**config.mk**
```make
export PLATFORM = sky130hd
export DESIGN_NAME = kvs_div
export DESIGN_NICKNAME = d
export VERILOG_FILES = /design/src/rtl/core/keyframe_vec3_sampler_defines.svh /design/src/rtl/core/kvs_pkg.sv /design/src/rtl/core/kvs_div.sv
export SDC_FILE = /design/constraint.sdc
export NUM_CORES = 1
export LEC_CHECK = 0
export ABC_AREA = 1
export CORE_MARGIN = 5
export CORE_UTILIZATION = 49
export DETAILED_ROUTE_END_ITERATION = 16
export DONT_BUFFER_PORTS = 1
export GPL_TIMING_DRIVEN = 0
export PLACE_DENSITY = 0.74
export SLEW_MARGIN = 20
export SYNTH_ARGS = -nofsm -noshare
export SYNTH_HDL_FRONTEND = slang
export SYNTH_SLANG_ARGS = --single-unit
```
**constraint.sdc**
```tcl
create_clock -name clk -period 3.2 [get_ports clk]
set_input_delay 0.16 -clock clk [delete_from_list [all_inputs] [get_ports clk]]
set_output_delay 0.16 -clock clk [all_outputs]
set_load 0.02 [all_outputs]
```
**src/rtl/core/keyframe_vec3_sampler_defines.svh**
```systemverilog
// ----------------------------------------------------------------------------
// keyframe_vec3_sampler assertion macros
// shared concurrent assertion forms, clocked on clk and gated by rst_n
// ----------------------------------------------------------------------------
`ifndef KEYFRAME_VEC3_SAMPLER_DEFINES_SVH
`define KEYFRAME_VEC3_SAMPLER_DEFINES_SVH

// same-cycle implication
`define KVS_ASSERT_IMP(lbl, ante, cons) \
    lbl: assert property (@(posedge clk) disable iff (!rst_n) (ante) |-> (cons)) \
        else $error("kvs check failed");

// next-cycle implication
`define KVS_ASSERT_NXT(lbl, ante, cons) \
    lbl: assert property (@(posedge clk) disable iff (!rst_n) (ante) |=> (cons)) \
        else $error("kvs check failed");

`endif

```
**src/rtl/core/kvs_pkg.sv**
```systemverilog
// ----------------------------------------------------------------------------
// kvs_pkg
// types and constants shared by the keyframe sampler modules
// ----------------------------------------------------------------------------
package kvs_pkg;

    localparam int IN_DATA_W  = 136;
    localparam int OUT_DATA_W = 96;
    localparam int QUO_W      = 48;
    localparam int QCNT_W     = 6;

    localparam logic CFG_KEY_COUNT = 1'b0;
    localparam logic CFG_LOOPING   = 1'b1;

    localparam logic OP_WRITE  = 1'b0;
    localparam logic OP_SAMPLE = 1'b1;

    typedef struct packed {
        logic        is_sample;
        logic        wr_ok;
        logic [5:0]  slot;
        logic [31:0] time_q16;
        logic [31:0] value_x;
        logic [31:0] value_y;
        logic [31:0] value_z;
    } kvs_req_t;

    typedef struct packed {
        logic [31:0] time_q16;
        logic [31:0] value_x;
        logic [31:0] value_y;
        logic [31:0] value_z;
    } kvs_key_t;

    typedef struct packed {
        logic        start;
        logic [32:0] num;
        logic [32:0] den;
    } kvs_div_req_t;

    typedef struct packed {
        logic        busy;
        logic        done;
        logic [31:0] f;
    } kvs_div_rsp_t;

endpackage

```
**src/rtl/core/kvs_div.sv**
```systemverilog
// ----------------------------------------------------------------------------
// kvs_div
// radix-2 restoring divider for the Q16.16 blend factor, saturated
// ----------------------------------------------------------------------------
module kvs_div
    import kvs_pkg::*;
(
    input  logic         clk,
    input  logic         rst_n,
    input  kvs_div_req_t dreq,
    output kvs_div_rsp_t drsp
);

    logic [32:0]      rem_reg;
    logic [QUO_W-1:0] quo_reg;
    logic [QCNT_W-1:0] cnt_reg;
    logic [31:0]      dmag_reg;
    logic             neg_reg;
    logic             busy_reg;
    logic             done_reg;
    logic [31:0]      f_reg;
    logic [32:0]      nmag;
    logic [32:0]      dmag;
    logic [32:0]      shifted;
    logic             qbit;
    logic [32:0]      rem_next;
    logic [QUO_W-1:0] quo_next;
    logic [31:0]      f_next;

    always_comb
    begin
        nmag     = dreq.num[32] ? 33'd0 - dreq.num : dreq.num;
        dmag     = dreq.den[32] ? 33'd0 - dreq.den : dreq.den;
        shifted  = {rem_reg[31:0], quo_reg[QUO_W-1]};
        qbit     = (shifted >= {1'b0, dmag_reg});
        rem_next = qbit ? shifted - {1'b0, dmag_reg} : shifted;
        quo_next = {quo_reg[QUO_W-2:0], qbit};
        if (!neg_reg)
        begin
            if (quo_next > {{(QUO_W-32){1'b0}}, 32'h7FFF_FFFF})
                f_next = 32'h7FFF_FFFF;
            else
                f_next = quo_next[31:0];
        end
        else
        begin
            if (quo_next > {{(QUO_W-32){1'b0}}, 32'h8000_0000})
                f_next = 32'h8000_0000;
            else
                f_next = 32'd0 - quo_next[31:0];
        end
    end

    always_ff @(posedge clk or negedge rst_n)
    begin
        if (!rst_n)
        begin
            busy_reg <= 1'b0;
            done_reg <= 1'b0;
        end
        else
        begin
            done_reg <= 1'b0;
            if (dreq.start && !busy_reg)
                busy_reg <= 1'b1;
            else if (busy_reg && cnt_reg == '0)
            begin
                busy_reg <= 1'b0;
                done_reg <= 1'b1;
            end
        end
    end

    always_ff @(posedge clk)
    begin
        if (dreq.start && !busy_reg)
        begin
            rem_reg  <= 33'd0;
            quo_reg  <= {nmag[31:0], 16'd0};
            dmag_reg <= dmag[31:0];
            neg_reg  <= dreq.num[32] ^ dreq.den[32];
            cnt_reg  <= QCNT_W'(QUO_W - 1);
        end
        else if (busy_reg)
        begin
            rem_reg <= rem_next;
            quo_reg <= quo_next;
            cnt_reg <= cnt_reg - QCNT_W'(1);
            if (cnt_reg == '0)
                f_reg <= f_next;
        end
    end

    assign drsp.busy = busy_reg;
    assign drsp.done = done_reg;
    assign drsp.f    = f_reg;

endmodule

```
==> results by group <==
Setup path
  – CP top delay family: simple AND/OR/NAND/NOR gates
  – R2r startpoint: dmag_reg[6]
  – Critical path class: flop to flop
  – Critical path fanouts, max: 5
  – Critical path's largest stage delay: ~0.41 ns
  – Critical path required time: between 3 and 4 ns
  – Slowest CP cell: edfxtp_1
  – CP endpoint kind: flop
  – R2R Setup Slk: approximately 0.060 ns
  – Critical Path Most Common Cell: nand2_1
  – Worst path depth: 25
  – Worst-case reg-to-reg path depth: 25
  – CP startpoint kind: flop
  – Crit path DAT: 3.38 ns
  – Worst flop-to-flop path endpoint: f_reg[20]
  – Number of buffers and inverters on the critical path: 6

Pwr
  – Sequential power share: a little under a third
  – Share of total power in the clock network: 18.3%
  – Pint: 6.508 mW
  – Share of total power in combinational logic: between 50% and 60%
  – Leak pwr: between 5 and 6 nW
  – Peak VDD IR: approximately 400 uV
  – Switching part of the total: 44.34%
  – Pwr/cell area: just over 900 mW/mm2
  – P_sw: about 5.2 mW

Timing
  – Minimum clock period: 3.140 ns
  – Achievable clock frequency: roughly 0.32 GHz
  – Min Hold Slack: -0.00003011 ns
  – Fin Setup TNS: 0 ns
  – Final worst path period share: 98.12%
  – Slew Limit Fails: 0
  – Clock skew: between 0.01 and 0.015 ns
  – Slew @ Worst Pin: between 0.9 and 1 ns
  – Hold Fails Final Rpt: 1
  – Slew HR: a little over a third
  – Final setup fails: 0

Run status
  – Outcome: complete, but fails checks
  – Violated checks: hold timing

CTS
  – Clk_lat worst skew: around 0.44 ns
  – CTS Buf Count: 17
  – CTS Buffer Depth: 2
  – TritonCTS clock tree: yes
  – Clock slew at the register clock pins of the worst setup and hold paths: ~0.070 ns
  – Clock Tree Root: clkbuf_16
  – Sink Count: 153
  – H-tree Lvls: 4

Route
  – Detail Route Antenna Nets: 0
  – Vias: approximately 10,000
  – DR pass1 iterations: 6
  – Vias/cell: 5.745
  – Total wire length: 32,770 um
  – Mean routed wirelength per cell: 18.17 um
  – DRC errors left: 0
  – Initial DRC Count: between 1,000 and 1,500

GRT
  – Largest net degree at the start of global routing: 43
  – Grt total ovfl: 0
  – Total GRT Usage: a little over a quarter
  – First-pass GRT wire length: about 51,000 um
  – Initial antenna violation count: 0
  – Vias in the first global route: 9,805

Cells and area
  – Commonest non-fill, non-tap cell in the layout: nand2_1
  – Finished layout cell area: around 0.013 mm2
  – Commonest cells after routing, fill and taps aside: 288 x nand2_1, 163 x inv_1, 133 x nor2_1
  – Max reg flops: between 40 and 50
  – Layout cells sized above 1: between 10% and 20%
  – Total inserted antenna cells: 0
  – Fillers: 1,793
  – Area growth, synth to finish: 23.63%
  – Nets: 1,622
  – Final non-filler cell total: roughly 1,800

Floorplan
  – Die height: about 160 um
  – FP Rows: 53
  – DIE WIDTH: approximately 160 um
  – Num ports: just over 100
  – Die area: 0.02433 mm2
  – Starting density of the core: 49.66%
  – Core Region: roughly 0.021 mm2

Place
  – Cells after DPL: 1,691
  – Dpl cell area: between 0.01 and 0.015 mm2
  – Post-DP HPWL: approximately 23,000 um
  – Port Buffers: 0
  – Routability cong.: around 1

Worst hold path
  – Hold endpoint: quo_reg[36]
  – Hold Path Depth: 2
  – Hold Crit Start: dreq[53]
  – HP Class: primary input to flop

Synthesis
  – EDFF count, synth: 97
  – Synth Flop Type: edfxtp_1
  – Yosys warns: 0
  – Netlist cell types: 58
  – Mean Syn Cell Area: 7.378 um2
  – Asr flop ratio synth: under 10%
  – Sequential element share of the synthesized area: 38.73%
  – Syn Nets: around 1,500
  – Cells after Synth: between 1,000 and 1,500
  – Synth Cell Area: about 0.010 mm2
  – Synth Register Bits: ~150

Job
  – Max_cap viols: 0
-- synth_stat cells (5+ instances only) --
cell        n  area share [%]
nand2_1   326              12
clkbuf_1   25            0.90
edfxtp_1   97              28
nor4_1     14            0.84
ha_1       37             4.4
o21bai_1    9            0.65
a21oi_1    71             3.4
xor2_1     42             3.5
nand3_1    77             3.7
buf_6       5            0.54
o21ai_1    27             1.3
nand4_1    18             1.1
inv_1     193             6.9
nor3_1     29             1.4
xnor2_1    23             1.9
dfxtp_1    54              10
o21ai_0   109             5.2
nand2_2     6            0.36
nor2_1    143             5.1
nor3_2      5            0.48
o211ai_1    6            0.43
o22ai_1    26             1.6
-- repair_timing --
action                                 CTS  global route
pin swaps                               27            31
buffers inserted                        31            12
resized for setup                      116            62
endpoints found under the hold margin   38             0
hold buffers                            38             0
setup endpoints to repair               32            29
cloned                                   0             1
-- layer usage --
metal / vias to the layer above / GRT usage (%) / share of wire [%]
li1: 4951 / - / -
met1: 4830 / 36.30 / 43
met2: 500 / 42.62 / 47
met3: 77 / 4.244 / 7.1
met4: 0 / 9.337 / 2.6
met5: - / 0 / 0
-- worst max path at each step --
stage | start | end | slack [ns]
CTS | dmag_reg[18] | rem_reg[26] | 0.003
floorplan | dmag_reg[28] | f_reg[30] | 0.17
finish | dmag_reg[6] | f_reg[20] | 0.06
global route | dmag_reg[11] | f_reg[20] | -0.06
global placement | rem_reg[15] | f_reg[20] | -0.72
detailed placement | dmag_reg[16] | f_reg[16] | -0.69
-- area by class of cell --
class	instances	area, um2	area share, %
multi-input combinational	1023	6186	47.93
sequential	153	4046	31.35
inverter	199	762.0	5.903
timing repair buffer	81	733.2	5.680
clock buffer	18	439.2	3.402
tap	275	344.1	2.666
buffer	40	217.7	1.687
clock inverter	14	178.9	1.386
-- through the flow --
stage / setup WS, ns / total power, mW / util (%)
6_report: 0.06028 / 11.69 / 61.40
5_1_grt: -0.05575 / 12.40 / 61.40
4_1_cts: 0.003438 / 11.10 / 59.98
3_5_place_dp: -0.6865 / 8.065 / 51.40
3_3_place_gp: -0.7157 / 7.985 / 51.30
2_1_floorplan: 0.1685 / 6.869 / -
-- cells by family after synthesis --
kind of cell | synth area share, %
AND/OR/NAND/NOR | 27.06
AO/OA/AOI/OAI | 14.96
buffers and inverters | 9.168
flip-flops | 38.73
XOR/XNOR | 5.453
adder cells (fa/ha/maj) | 4.626
-- worst register-to-register path: stages (launching register included) --
cell	delay (ns)
edfxtp_1	0.41
inv_2	0.10
ha_4	0.22
nand2_1	0.07
nand2_1	0.08
a21oi_2	0.15
nand2_1	0.07
nand2_1	0.07
nand3_2	0.11
nand2_4	0.12
nand2_8	0.07
inv_8	0.05
ha_4	0.12
inv_2	0.04
nor2_4	0.10
nand2_2	0.10
nor2_4	0.14
nand2_2	0.07
inv_2	0.05
nand4_1	0.14
nand2_1	0.14
nand2_4	0.10
inv_6	0.10
buf_8	0.12
nand3_2	0.05
o211ai_1	0.13
-- power by group through the flow --
stage | clock network, mW | logic (mW) | registers, mW
final | 2.15 | 5.95 | 3.60
after global routing | 2.24 | 6.49 | 3.66
after CTS | 2.15 | 5.41 | 3.55
after detailed placement | 0 | 4.58 | 3.48
after global placement | 0 | 4.52 | 3.46
after floorplan | 0 | 3.56 | 3.31
Note: power is estimated with default switching activity, not from simulation.
